File: src/sv/lru_block_buffer_cache_assert.svh
// assertion macros for the lru block buffer cache
`ifndef LRU_BLOCK_BUFFER_CACHE_ASSERT_SVH
`define LRU_BLOCK_BUFFER_CACHE_ASSERT_SVH

`ifndef SYNTHESIS
`define LBC_ASSERT(lbl, prop, msg) \
  lbl: assert property (@(posedge clk_i) disable iff (!rst_ni) prop) else $error(msg);
`define LBC_ASSERT_NEVER(lbl, cond, msg) \
  lbl: assert property (@(posedge clk_i) disable iff (!rst_ni) !(cond)) else $error(msg);
`else
`define LBC_ASSERT(lbl, prop, msg)
`define LBC_ASSERT_NEVER(lbl, cond, msg)
`endif

`endif

File: src/sv/lbc_pkg.sv
// shared types and constants for the lru block buffer cache
package lbc_pkg;

  localparam int unsigned DEV_W = 8;
  localparam int unsigned BLK_W = 32;
  localparam int unsigned IDX_W = 5;
  localparam int unsigned ST_W  = 2;

  typedef enum logic [0:0] {
    REQ_GET     = 1'b0,
    REQ_RELEASE = 1'b1
  } req_e;

  typedef enum logic [1:0] {
    ST_OK        = 2'd0,
    ST_NO_FREE   = 2'd1,
    ST_UNDERFLOW = 2'd2,
    ST_OVERFLOW  = 2'd3
  } status_e;

  typedef enum logic [2:0] {
    S_IDLE,
    S_SCAN,
    S_GET_WAIT,
    S_GET_DONE,
    S_REL_READ,
    S_REL_DONE
  } state_e;

  typedef struct packed {
    logic load;
    logic rd_issue;
    logic ptr_inc;
    logic get_done;
    logic rel_done;
  } cmd_t;

  typedef struct packed {
    logic ptr_last;
  } sts_t;

endpackage

File: src/sv/lbc_ram.sv
// generic single write port, single read port ram with registered read
module lbc_ram #(
  parameter int unsigned WIDTH = 8,
  parameter int unsigned DEPTH = 32
) (
  input  logic                     clk_i,
  input  logic                     we_i,
  input  logic [$clog2(DEPTH)-1:0] waddr_i,
  input  logic [WIDTH-1:0]         wdata_i,
  input  logic [$clog2(DEPTH)-1:0] raddr_i,
  output logic [WIDTH-1:0]         rdata_o
);

  logic [WIDTH-1:0] mem_q [DEPTH];
  logic [WIDTH-1:0] rdata_q;

  always_ff @(posedge clk_i) begin
    if (we_i) begin
      mem_q[waddr_i] <= wdata_i;
    end
    rdata_q <= mem_q[raddr_i];
  end

  assign rdata_o = rdata_q;

endmodule

File: src/sv/lbc_ctrl.sv
// sequencing state machine for the lru block buffer cache
module lbc_ctrl import lbc_pkg::*; (
  input  logic clk_i,
  input  logic rst_ni,
  input  logic start_i,
  input  logic req_type_i,
  input  sts_t sts_i,
  output cmd_t cmd_o,
  output logic busy_o
);

  state_e state_q, state_d;

  always_ff @(posedge clk_i or negedge rst_ni) begin
    if (!rst_ni) begin
      state_q <= S_IDLE;
    end else begin
      state_q <= state_d;
    end
  end

  always_comb begin
    state_d = state_q;
    unique case (state_q)
      S_IDLE: begin
        if (start_i) begin
          state_d = (req_type_i == REQ_RELEASE) ? S_REL_READ : S_SCAN;
        end
      end
      S_SCAN: begin
        if (sts_i.ptr_last) begin
          state_d = S_GET_WAIT;
        end
      end
      S_GET_WAIT: state_d = S_GET_DONE;
      S_GET_DONE: state_d = S_IDLE;
      S_REL_READ: state_d = S_REL_DONE;
      S_REL_DONE: state_d = S_IDLE;
      default:    state_d = S_IDLE;
    endcase
  end

  always_comb begin
    cmd_o  = '0;
    busy_o = 1'b1;
    unique case (state_q)
      S_IDLE: begin
        busy_o     = 1'b0;
        cmd_o.load = start_i;
      end
      S_SCAN: begin
        cmd_o.rd_issue = 1'b1;
        cmd_o.ptr_inc  = 1'b1;
      end
      S_GET_WAIT: ;
      S_GET_DONE: cmd_o.get_done = 1'b1;
      S_REL_READ: cmd_o.rd_issue = 1'b1;
      S_REL_DONE: cmd_o.rel_done = 1'b1;
      default: ;
    endcase
  end

endmodule

File: src/sv/lbc_dp.sv
// tag, count and recency datapath for the lru block buffer cache
module lbc_dp import lbc_pkg::*; #(
  parameter int unsigned NUM_ENTRIES = 32,
  parameter int unsigned COUNT_BITS  = 8
) (
  input  logic              clk_i,
  input  logic              rst_ni,
  input  cmd_t              cmd_i,
  output sts_t              sts_o,
  input  logic              req_type_i,
  input  logic [DEV_W-1:0]  device_id_i,
  input  logic [BLK_W-1:0]  block_number_i,
  input  logic [IDX_W-1:0]  release_index_i,
  output logic              done_o,
  output logic [IDX_W-1:0]  entry_index_o,
  output logic              was_hit_o,
  output logic              needs_fill_o,
  output logic [ST_W-1:0]   status_o
);

  localparam int unsigned IW    = $clog2(NUM_ENTRIES);
  localparam int unsigned TAG_W = DEV_W + BLK_W;

  logic                  req_rel_q;
  logic [DEV_W-1:0]      dev_q;
  logic [BLK_W-1:0]      blk_q;
  logic [IDX_W-1:0]      rel_idx_q;
  logic                  in_range_q;
  logic [IW-1:0]         ptr_q;
  logic                  rd_vld_q;
  logic [IW-1:0]         rd_idx_q;
  logic [NUM_ENTRIES-1:0] valid_q;
  logic [IW-1:0]         rank_q [NUM_ENTRIES];
  logic                  hit_q;
  logic [IW-1:0]         hit_idx_q;
  logic [COUNT_BITS-1:0] hit_cnt_q;
  logic                  vic_q;
  logic [IW-1:0]         vic_idx_q;
  logic [IW-1:0]         vic_rank_q;
  logic                  done_q;
  logic [IDX_W-1:0]      entry_index_q, entry_index_d;
  logic                  was_hit_q, was_hit_d;
  logic                  needs_fill_q, needs_fill_d;
  logic [ST_W-1:0]       status_q, status_d;

  logic [TAG_W-1:0]      tag_rdata;
  logic [COUNT_BITS-1:0] cnt_rdata;
  logic [COUNT_BITS-1:0] scan_cnt;
  logic                  tag_match;
  logic [IW-1:0]         cur_rank;
  logic                  eval;
  logic                  hit_take;
  logic                  vic_take;
  logic                  cnt_max;
  logic                  tag_we;
  logic                  cnt_we;
  logic [IW-1:0]         cnt_waddr;
  logic [COUNT_BITS-1:0] cnt_wdata;
  logic                  rel_ok;
  logic                  rel_to_zero;
  logic [IW+IDX_W-1:0]   rel_ext;
  logic [IW+IDX_W-1:0]   hit_ext;
  logic [IW+IDX_W-1:0]   vic_ext;

  lbc_ram #(.WIDTH(TAG_W), .DEPTH(NUM_ENTRIES)) u_tag_ram (
    .clk_i   (clk_i),
    .we_i    (tag_we),
    .waddr_i (vic_idx_q),
    .wdata_i ({dev_q, blk_q}),
    .raddr_i (ptr_q),
    .rdata_o (tag_rdata)
  );

  lbc_ram #(.WIDTH(COUNT_BITS), .DEPTH(NUM_ENTRIES)) u_cnt_ram (
    .clk_i   (clk_i),
    .we_i    (cnt_we),
    .waddr_i (cnt_waddr),
    .wdata_i (cnt_wdata),
    .raddr_i (ptr_q),
    .rdata_o (cnt_rdata)
  );

  // entries never taken read as count zero
  assign scan_cnt  = valid_q[rd_idx_q] ? cnt_rdata : '0;
  assign tag_match = valid_q[rd_idx_q] && (tag_rdata == {dev_q, blk_q});
  assign cur_rank  = rank_q[rd_idx_q];
  assign eval      = rd_vld_q && !req_rel_q;
  assign hit_take  = eval && tag_match && !hit_q;
  assign vic_take  = eval && (scan_cnt == '0) && (!vic_q || (cur_rank > vic_rank_q));

  assign cnt_max     = (hit_cnt_q == {COUNT_BITS{1'b1}});
  assign rel_ok      = in_range_q && (scan_cnt != '0);
  assign rel_to_zero = cmd_i.rel_done && in_range_q && (scan_cnt == COUNT_BITS'(1));
  assign tag_we      = cmd_i.get_done && !hit_q && vic_q;

  assign rel_ext = {{IW{1'b0}}, release_index_i};
  assign hit_ext = {{IDX_W{1'b0}}, hit_idx_q};
  assign vic_ext = {{IDX_W{1'b0}}, vic_idx_q};

  assign sts_o.ptr_last = (ptr_q == IW'(NUM_ENTRIES - 1));

  always_comb begin
    cnt_we    = 1'b0;
    cnt_waddr = hit_idx_q;
    cnt_wdata = hit_cnt_q + COUNT_BITS'(1);
    if (cmd_i.get_done) begin
      if (hit_q) begin
        cnt_we = !cnt_max;
      end else if (vic_q) begin
        cnt_we    = 1'b1;
        cnt_waddr = vic_idx_q;
        cnt_wdata = COUNT_BITS'(1);
      end
    end else if (cmd_i.rel_done && rel_ok) begin
      cnt_we    = 1'b1;
      cnt_waddr = rd_idx_q;
      cnt_wdata = scan_cnt - COUNT_BITS'(1);
    end
  end

  always_comb begin
    entry_index_d = rel_idx_q;
    was_hit_d     = 1'b0;
    needs_fill_d  = 1'b0;
    status_d      = rel_ok ? ST_OK : ST_UNDERFLOW;
    if (cmd_i.get_done) begin
      if (hit_q) begin
        entry_index_d = hit_ext[IDX_W-1:0];
        was_hit_d     = 1'b1;
        status_d      = cnt_max ? ST_OVERFLOW : ST_OK;
      end else if (vic_q) begin
        entry_index_d = vic_ext[IDX_W-1:0];
        needs_fill_d  = 1'b1;
        status_d      = ST_OK;
      end else begin
        entry_index_d = '0;
        status_d      = ST_NO_FREE;
      end
    end
  end

  always_ff @(posedge clk_i or negedge rst_ni) begin
    if (!rst_ni) begin
      rd_vld_q <= 1'b0;
      done_q   <= 1'b0;
      hit_q    <= 1'b0;
      vic_q    <= 1'b0;
      valid_q  <= '0;
      for (int i = 0; i < NUM_ENTRIES; i++) begin
        rank_q[i] <= IW'(i);
      end
    end else begin
      rd_vld_q <= cmd_i.rd_issue;
      done_q   <= cmd_i.get_done || cmd_i.rel_done;
      if (cmd_i.load) begin
        hit_q <= 1'b0;
        vic_q <= 1'b0;
      end else begin
        if (hit_take) begin
          hit_q <= 1'b1;
        end
        if (vic_take) begin
          vic_q <= 1'b1;
        end
      end
      if (tag_we) begin
        valid_q[vic_idx_q] <= 1'b1;
      end
      // entry whose count a release drops to zero becomes most recent, newer ones age by one
      if (rel_to_zero) begin
        for (int i = 0; i < NUM_ENTRIES; i++) begin
          if (rd_idx_q == IW'(i)) begin
            rank_q[i] <= '0;
          end else if (rank_q[i] < cur_rank) begin
            rank_q[i] <= rank_q[i] + IW'(1);
          end
        end
      end
    end
  end

  always_ff @(posedge clk_i) begin
    rd_idx_q <= ptr_q;
    if (cmd_i.load) begin
      req_rel_q  <= req_type_i;
      dev_q      <= device_id_i;
      blk_q      <= block_number_i;
      rel_idx_q  <= release_index_i;
      in_range_q <= (32'(release_index_i) < 32'(NUM_ENTRIES));
      ptr_q      <= (req_type_i == REQ_RELEASE) ? rel_ext[IW-1:0] : '0;
    end else if (cmd_i.ptr_inc) begin
      ptr_q <= ptr_q + IW'(1);
    end
    if (hit_take) begin
      hit_idx_q <= rd_idx_q;
      hit_cnt_q <= scan_cnt;
    end
    if (vic_take) begin
      vic_idx_q  <= rd_idx_q;
      vic_rank_q <= cur_rank;
    end
    if (cmd_i.get_done || cmd_i.rel_done) begin
      entry_index_q <= entry_index_d;
      was_hit_q     <= was_hit_d;
      needs_fill_q  <= needs_fill_d;
      status_q      <= status_d;
    end
  end

  assign done_o        = done_q;
  assign entry_index_o = entry_index_q;
  assign was_hit_o     = was_hit_q;
  assign needs_fill_o  = needs_fill_q;
  assign status_o      = status_q;

endmodule

File: src/sv/lru_block_buffer_cache.sv
// top level of the lru block buffer cache with reference counts
//
// A request item is taken at a rising clock edge with start high and busy
// low. req_type_i selects get (device_id_i, block_number_i) or release
// (release_index_i). Each item gives exactly one result on entry_index_o,
// was_hit_o, needs_fill_o and status_o, shown for one cycle with done_o high.
// The receiver cannot stall: the result is taken at the edge that ends it.
// A get scans all NUM_ENTRIES tag and count entries, one per cycle through
// the registered read port of the tag and count memories, tracking the hit
// and the oldest free entry, then passes through S_GET_WAIT and S_GET_DONE
// before its result is registered. A release reads one entry in S_REL_READ
// and finishes in S_REL_DONE. busy is high from accept until the edge that
// raises done_o, so the next item may be accepted at the edge that takes
// the result. Reset clears the valid bits, so every count reads zero and
// nothing hits, and sets each recency rank to its entry index; the block
// is idle and accepts an item as soon as reset is released.
`include "lru_block_buffer_cache_assert.svh"

module lru_block_buffer_cache import lbc_pkg::*; #(
  parameter int unsigned NUM_ENTRIES = 32,
  parameter int unsigned COUNT_BITS  = 8
) (
  input  logic             clk_i,
  input  logic             rst_ni,
  input  logic             start,
  output logic             busy,
  input  logic             req_type_i,
  input  logic [DEV_W-1:0] device_id_i,
  input  logic [BLK_W-1:0] block_number_i,
  input  logic [IDX_W-1:0] release_index_i,
  output logic             done_o,
  output logic [IDX_W-1:0] entry_index_o,
  output logic             was_hit_o,
  output logic             needs_fill_o,
  output logic [ST_W-1:0]  status_o
);

  cmd_t cmd;
  sts_t sts;

  lbc_ctrl u_ctrl (
    .clk_i      (clk_i),
    .rst_ni     (rst_ni),
    .start_i    (start),
    .req_type_i (req_type_i),
    .sts_i      (sts),
    .cmd_o      (cmd),
    .busy_o     (busy)
  );

  lbc_dp #(.NUM_ENTRIES(NUM_ENTRIES), .COUNT_BITS(COUNT_BITS)) u_dp (
    .clk_i           (clk_i),
    .rst_ni          (rst_ni),
    .cmd_i           (cmd),
    .sts_o           (sts),
    .req_type_i      (req_type_i),
    .device_id_i     (device_id_i),
    .block_number_i  (block_number_i),
    .release_index_i (release_index_i),
    .done_o          (done_o),
    .entry_index_o   (entry_index_o),
    .was_hit_o       (was_hit_o),
    .needs_fill_o    (needs_fill_o),
    .status_o        (status_o)
  );

  `LBC_ASSERT(a_accept_busy, (start && !busy) |=> busy, "accepted item did not raise busy")
  `LBC_ASSERT(a_done_after_busy, done_o |-> $past(busy), "result without an item in work")
  `LBC_ASSERT_NEVER(a_hit_fill, done_o && was_hit_o && needs_fill_o, "hit flagged for fill")
  `LBC_ASSERT_NEVER(a_nofree_fields,
    done_o && (status_o == ST_NO_FREE) && (was_hit_o || needs_fill_o || (entry_index_o != '0)),
    "no free entry result has stray fields")

endmodule

File: config.mk
export PLATFORM = sky130hd
export DESIGN_NAME = lru_block_buffer_cache
export DESIGN_NICKNAME = d
export VERILOG_FILES = /design/src/sv/lbc_pkg.sv /design/src/sv/lbc_ram.sv /design/src/sv/lbc_ctrl.sv /design/src/sv/lbc_dp.sv /design/src/sv/lru_block_buffer_cache.sv
export VERILOG_INCLUDE_DIRS = /design/src /design/src/sv
export SDC_FILE = /design/constraint.sdc
export NUM_CORES = 2
export LEC_CHECK = 0
export BUFFER_PORTS_ARGS = -buffer_cell sky130_fd_sc_hd__buf_2
export CAP_MARGIN = 20
export CORE_ASPECT_RATIO = 0.5
export CORE_MARGIN = 3
export CORE_UTILIZATION = 62
export DETAILED_ROUTE_END_ITERATION = 16
export PLACE_DENSITY = 0.78
export SLEW_MARGIN = 20
export SYNTH_ARGS = -nofsm -noshare
export SYNTH_HDL_FRONTEND = slang
export SYNTH_HIERARCHICAL = 1
export SYNTH_SLANG_ARGS = --single-unit
File: constraint.sdc
create_clock -name clk_i -period 13.35 [get_ports clk_i]
set_input_delay 0.6675 -clock clk_i [delete_from_list [all_inputs] [get_ports clk_i]]
set_output_delay 0.6675 -clock clk_i [all_outputs]
set_load 0.03 [all_outputs]
# Yosys cells after proc, flatten, opt, wreduce, memory -nomap -nowiden
# Memory sizes are Yosys's and may differ from the RTL's. A register that Yosys moved wholly into a read port is not among the register bits.
# Cells that the tools add are included.
[word_totals]
register_bits = 287
latchBits = 0
ram_bits = 1536
mem_bits_ro = 0
input_bits = 49
word_cells = 376
memories = 2
[mem_list]
columns = ["name", "depth", "width", "rd", "rd_ports_with_merged_regs", "write_ports", "line_no", "text"]
rows = [
  ["u_dp.u_tag_ram.mem_q", 32, 40, 1, 1, 1, "lbc_ram.sv:14", "logic [WIDTH-1:0] mem_q [DEPTH];"],
  ["u_dp.u_cnt_ram.mem_q", 32, 8, 1, 1, 1, "lbc_ram.sv:14", ""],
]
[op_classes]
n_addsub = 35
mul = 0
div_mod_pow = 0
order_cmp = 37
n_eq_ne = 42
shifts = 0
muxes = 114
bitwise_logic = 3
n_reduce_logical = 91
[op_table]
columns = ["cell", "n"]
rows = [
  ["5-bit two-way mux", 76],
  ["5-bit by 1-bit adder with 5-bit output (second input constant)", 33],
  ["5-bit less-than comparator", 32],
  ["5-bit equality test (second input constant)", 17],
  ["2-bit nonzero test", 35],
  ["2-bit AND reduction", 33],
  ["40-bit equality test", 1],
  ["5-bit by 4-bit equality test with 1-bit output (second input constant)", 8],
  ["8-bit two-way mux", 5],
  ["32-bit OR", 1],
  ["5-bit binary-select mux with 5-bit select", 1],
  ["1-bit two-way mux", 22],
  ["5-bit by 3-bit equality test with 1-bit output (second input constant)", 4],
  ["5-bit by 6-bit less-than comparator with 1-bit output (second input constant)", 2],
  ["3-bit case mux with 4 select lines", 1],
  ["1-bit logical AND", 11],
  ["5-bit by 2-bit equality test with 1-bit output (second input constant)", 2],
  ["3-bit two-way mux", 3],
  ["8-bit by 1-bit adder with 8-bit output (second input constant)", 1],
  ["8-bit by 1-bit equality test with 1-bit output (second input constant)", 1],
  ["8-bit equality test (second input constant)", 1],
  ["8-bit zero test", 1],
  ["2-bit two-way mux", 4],
  ["8-bit nonzero test", 1],
  ["18 further kinds", 26],
]

# Logic depth before layout (Yosys ltp)
[logic_depth]
word_depth = 9
mapped_depth = 19

# Modules after synthesis
# The synthesis kept the hierarchy.
[by_module_without_submodules]
columns = ["module", "instances", "cells_each", "area_per_inst_um2", "seq_area_each_um2"]
rows = [
  ["lbc_ram (u_dp.u_tag_ram)", 1, 2813, 50564.7, 39237.6],
  ["lbc_dp", 1, 1956, 19518.7, 7597.3],
  ["lbc_ram (u_dp.u_cnt_ram)", 1, 417, 10053.4, 7847.5],
  ["lbc_ctrl", 1, 21, 186.4, 75.1],
]

# Least setup slack after synthesis
# No wires, ideal clock.
[synth_timing]
path_kind = "register to register"
start = "register u_dp.rd_idx_q[1]"
end = "register u_dp/rank_q[98] (netlist name)"
setup_ns = 0.079
arrival_ns = 5.371
required_time_ns = 13.271
slack_ns = 7.900
stages_incl_launch_ff = 15
n_path_buf = 4
cell_sequence = "dfxtp_1 -> buf_4 -> buf_4 -> buf_2 -> buf_1 -> mux4_2 -> mux4_2 -> mux2i_1 -> ha_1 -> a211o_1 -> or3_1 -> o21ai_0 -> nand3_1 -> or4_1 -> o21ai_0"
[synth_between]
elab_chain_cells = 7
elab_cells_between_ends = 14
cone_classes = "1 x order compare; 2 x eq/ne; 7 x mux; 1 x bitwise; 3 x reduce/logical"
[synth_rtl]
columns = ["item", "line_no", "text"]
rows = [
  ["start: declaration", "lbc_dp.sv:31", "logic [IW-1:0] rd_idx_q;"],
  ["start signal: assignment", "lbc_dp.sv:183", "rd_idx_q <= ptr_q;"],
  ["5-bit NOT with 6-bit output (not written as such)", "lbc_dp.sv:86", "assign cur_rank = rank_q[rd_idx_q];"],
  ["5-bit binary-select mux with 5-bit select", "lbc_dp.sv:86", ""],
  ["5-bit two-way mux (not written as such) (2 in series)", "lbc_dp.sv:86", ""],
  ["5-bit less-than comparator", "lbc_dp.sv:174", "end else if (rank_q[i] < cur_rank) begin"],
  ["2-bit nonzero test (no line)", "--", ""],
  ["2-bit AND reduction (no line)", "--", ""],
  ["end signal: indexed assignment", "lbc_dp.sv:150", "rank_q[i] <= IW'(i);"],
  ["end signal: indexed assignment", "lbc_dp.sv:175", "rank_q[i] <= rank_q[i] + IW'(1);"],
  ["end: declaration", "lbc_dp.sv:33", "logic [IW-1:0] rank_q [NUM_ENTRIES];"],
]
# Several ways; a longest one is shown, not always the timed one. The select of a mux whose other input is x is not followed.
# A chain may end at the register's enable or synchronous reset.

# Worst setup path in the final report
[layout_timing]
start = "register u_dp.rd_idx_q[1]"
end = "register u_dp/rank_q[155] (netlist name)"
[layout_between]
elab_cells_between_ends = 14
cone_classes = "1 x order compare; 1 x eq/ne; 7 x mux; 1 x bitwise; 4 x reduce/logical"
[layout_rtl]
columns = ["item", "line_no", "text"]
rows = [
  ["1-bit binary-select mux with 5-bit select", "lbc_dp.sv:84", "assign scan_cnt = valid_q[rd_idx_q] ? cnt_rdata : '0;"],
  ["1-bit two-way mux (not written as such)", "lbc_dp.sv:84", ""],
  ["8-bit two-way mux", "lbc_dp.sv:84", ""],
  ["via u_dp.scan_cnt[0]", "lbc_dp.sv:48", "logic [COUNT_BITS-1:0] scan_cnt;"],
  ["8-bit by 1-bit equality test with 1-bit output", "lbc_dp.sv:93", "assign rel_to_zero = cmd_i.rel_done && in_range_q && (scan_cnt == COUNT_BITS'(1));"],
  ["1-bit logical AND", "lbc_dp.sv:93", ""],
  ["2-bit AND reduction (no line)", "--", ""],
]
# The timed path passes the listed nets, and every way through them passes these cells. The select of a mux whose other input is x is not followed.

==> impl_metrics.yaml <==
critical_path:
  crit_buf_inv: 4
  critPathKind: "flop to flop"
  arrival_ns: 6.23
  path_max_fanout: 62
  cpMostUsedCell: "buf_4"
  end_kind: "flop"
  r2r_slack_ns: 7.81
  path_cells: "buf_4, nor2b_1, a22oi_1, nand4_1, nand4_1, buf_4, nand2_1, inv_1, ha_1, nand2_1, a21oi_4, buf_4, o21ai_0, mux2_2"
  cp_slowest_cell: "a21oi_4"
  slowest_delay_ns: 0.87
  crit_family: "buffers and inverters"
  worstPathRequired_ns: 14.03
  start_kind: "flop"
logic_synthesis:
  avgSynthCellArea_um2: 15.4
  synth_common_cells: "1619 x edfxtp_1, 668 x mux2i_1, 294 x nand2_1, 240 x nand3_1, 211 x a21oi_1"
  netlist_area_um2: 80300
  synth_nets: 5427
  synth_top_area_share: 0.605
  synth.area.top_cells: "edfxtp_1 61%, mux2i_1 8.3%, dfrtp_1 3.7%"
  netlist_instances: 5207
  yosys.area.top_type: "edfxtp_1"
  synth_warnings: 6
  synthArstFlopShare: 0.106
  synth_most_common_cell: "edfxtp_1"
  ys_seq_area_frac: 0.682
  synth.distinct_cells: 83
  synth_edf_count: 1619
  yosys_most_used_dff: "edfxtp_1"
  synth.ff_latch_count: 1871
global_route:
  grt_pass1_vias: 47200
  grt_overflow: 0
  antenna_found_initial: 3
  grt_max_degree: 126
  grt_pass1_wl_um: 296000
  grt.total_usage: 0.295
route:
  dr.pass1.iters: 6
  drc: 0
  wl_per_cell_um: 27.7
  drt_iter0_drc: 5940
  via_per_inst: 6.76
  dr_total_vias: 48251
  detail_route.wirelength_um: 198000
  ant_nets: 0
placed_design:
  place_congestion: 0.901
  dp_cells: 6830
  pre_cts_slack_ns: 8.01
  port_buffers: 59
  dp_hpwl_um: 108000
layout:
  area_growth_pct: 9.58
  drive_gt1_frac: 0.138
  final_cells: 7138
  final_nets: 5532
floorplanning:
  start_util: 0.631
  dieArea_um2: 134000
  fp-row-count: 92
  io_pins: 60
  coreArea_um2: 127000
  die_x_um: 515
  die_h_um: 261
run_status:
  status: "complete, no violations"
power:
  swShare: 0.350
  leakagePower_uw: 0.0316
  ir_worst_vdd_mv: 0.193
  sequentialPowerShare: 0.403
  p_sw_uw: 6230
  p_int_uw: 11600
  power.density_nw_per_um2: 202
  clock_power_share: 0.255
  pwr-share-comb: 0.342
clock_network:
  ctsResizeCount: 0
  hold_buffers: 13
  cts_tree: "built"
  root_buffer: "clkbuf_16"
  cts_buffer_depth: 3
  clkTransAtPathRegs_ns: 0.07
  cts_buffers: 156
  cts.sinks: 1871
  post_cts_buffers: 0
  h-tree-depth: 4
  clock_latency_ns: 0.81
sta:
  setup_viol: 0
  finalWorstSetupSlack_ns: 7.81
  tightestPinTransition_ns: 1.16
  fin_crit_sh: 0.415
  slew_headroom: 0.225
  setup_tns_ns: 0
  max_clock_freq_mhz: 180
  period_minus_slack_ns: 5.54
  clock-skew-final_ns: 0.0355
  drv_slew: 0
  hold_viol_final: 0
  rsz0062_at_grt: "false"
min_path:
  holdCritPathClass: "input port to flop"
run:
  maxCapViolations: 0
[metrics by stage]
step	hold slack [ns]	instance area (µm²)	total power, µW	utilization
after floorplan	0.372	80300	11600	-
after global placement	0.442	82700	13000	0.650
after detailed placement	0.448	82800	13200	0.650
after CTS	0.000682	87900	17800	0.691
after global routing	0.0118	88000	18500	0.691
final	0.0365	88000	17800	0.691
[cell type report]
class | count | area [µm²]
clock buffers | 212 | 4300
inverters | 63 | 236
diodes | 2 | 5.00
well taps | 1692 | 2120
clock inverters | 78 | 749
repair buffers | 198 | 1520
multi-input cells | 3022 | 24300
flip-flops and latches | 1871 | 54800
fillers | 8035 | 39300
[flip-flops by register name, indices dropped and copies added (netlist names), 8 cells and up]
| name | cells |
|---|---|
| u_dp/u_tag_ram/mem_q | 1280 |
| u_dp/u_tag_ram/rdata_o | 40 |
| u_dp/valid_q | 32 |
| u_dp/rank_q | 160 |
| u_dp/hit_cnt_q | 8 |
| u_dp/blk_q | 32 |
| u_dp/dev_q | 8 |
| u_dp/u_cnt_ram/mem_q | 256 |
| u_dp/u_cnt_ram/rdata_o | 8 |
[path summary, 6_finish.rpt]
| path | cells after the start | start | endpoint |
|---|---|---|---|
| worst min register to register | 1 | u_dp/valid_q[6] | u_dp/valid_q[6] |
| max in group asynchronous | 4 | rst_ni | u_dp/valid_q[26] |
| worst max register to register | 14 | u_dp/rd_idx_q[1] | u_dp/rank_q[155] |
| worst max-delay path | 14 | u_dp/rd_idx_q[1] | u_dp/rank_q[155] |
| worst min-delay path | 1 | block_number_i[5] | u_dp/blk_q[5] |
| min in group asynchronous | 2 | rst_ni | u_dp/rank_q[134] |
[power groups by stage]
| stage | Clock (µW) | Sequential [µW] | Combinational (µW) |
|---|---|---|---|
| 4_1_cts | 4600 | 7170 | 5990 |
| 3_5_place_dp | 0 | 7290 | 5940 |
| 3_3_place_gp | 0 | 7280 | 5770 |
| 5_1_grt | 4840 | 7210 | 6500 |
| 2_1_floorplan | 0 | 7250 | 4380 |
| 6_report | 4540 | 7180 | 6090 |
[layer usage]
metal	up-vias	part of all wire	GRT usage
li1	20720	-	-
met1	24394	0.40	0.422
met2	2674	0.47	0.459
met3	461	0.10	0.0562
met4	2	0.034	0.105
met5	-	0.000056	0
[cell families (layout without fill, tap and decap cells)]
group	after synthesis	count (layout)	share of synthesized area
AND/OR/NAND/NOR	1105	1105	0.0672
multiplexers	830	830	0.123
adder cells (fa/ha/maj)	171	171	0.0266
flip-flops	1871	1871	0.682
AO/OA/AOI/OAI	865	865	0.0748
other	0	2	0
buffers and inverters	314	551	0.0207
XOR/XNOR	51	51	0.00556
[placed cells by master (no fill, tap or decap), types with 58 or more instances in the layout]
cell,Yosys,final
a21o_1,84,84
a21oi_1,211,210
a22o_1,103,103
a22oi_1,124,124
a31oi_1,65,65
buf_2,55,58
buf_4,37,114
clkbuf_16,0,158
dfrtp_1,119,119
dfstp_2,80,80
edfxtp_1,1619,1619
ha_1,171,171
inv_1,58,58
mux2i_1,668,666
mux4_2,122,122
nand2_1,294,293
nand3_1,240,240
nand4_1,70,70
nor2_1,203,169
nor3_1,89,89
o21ai_0,115,115
Note: power is estimated with default switching activity, not from simulation.
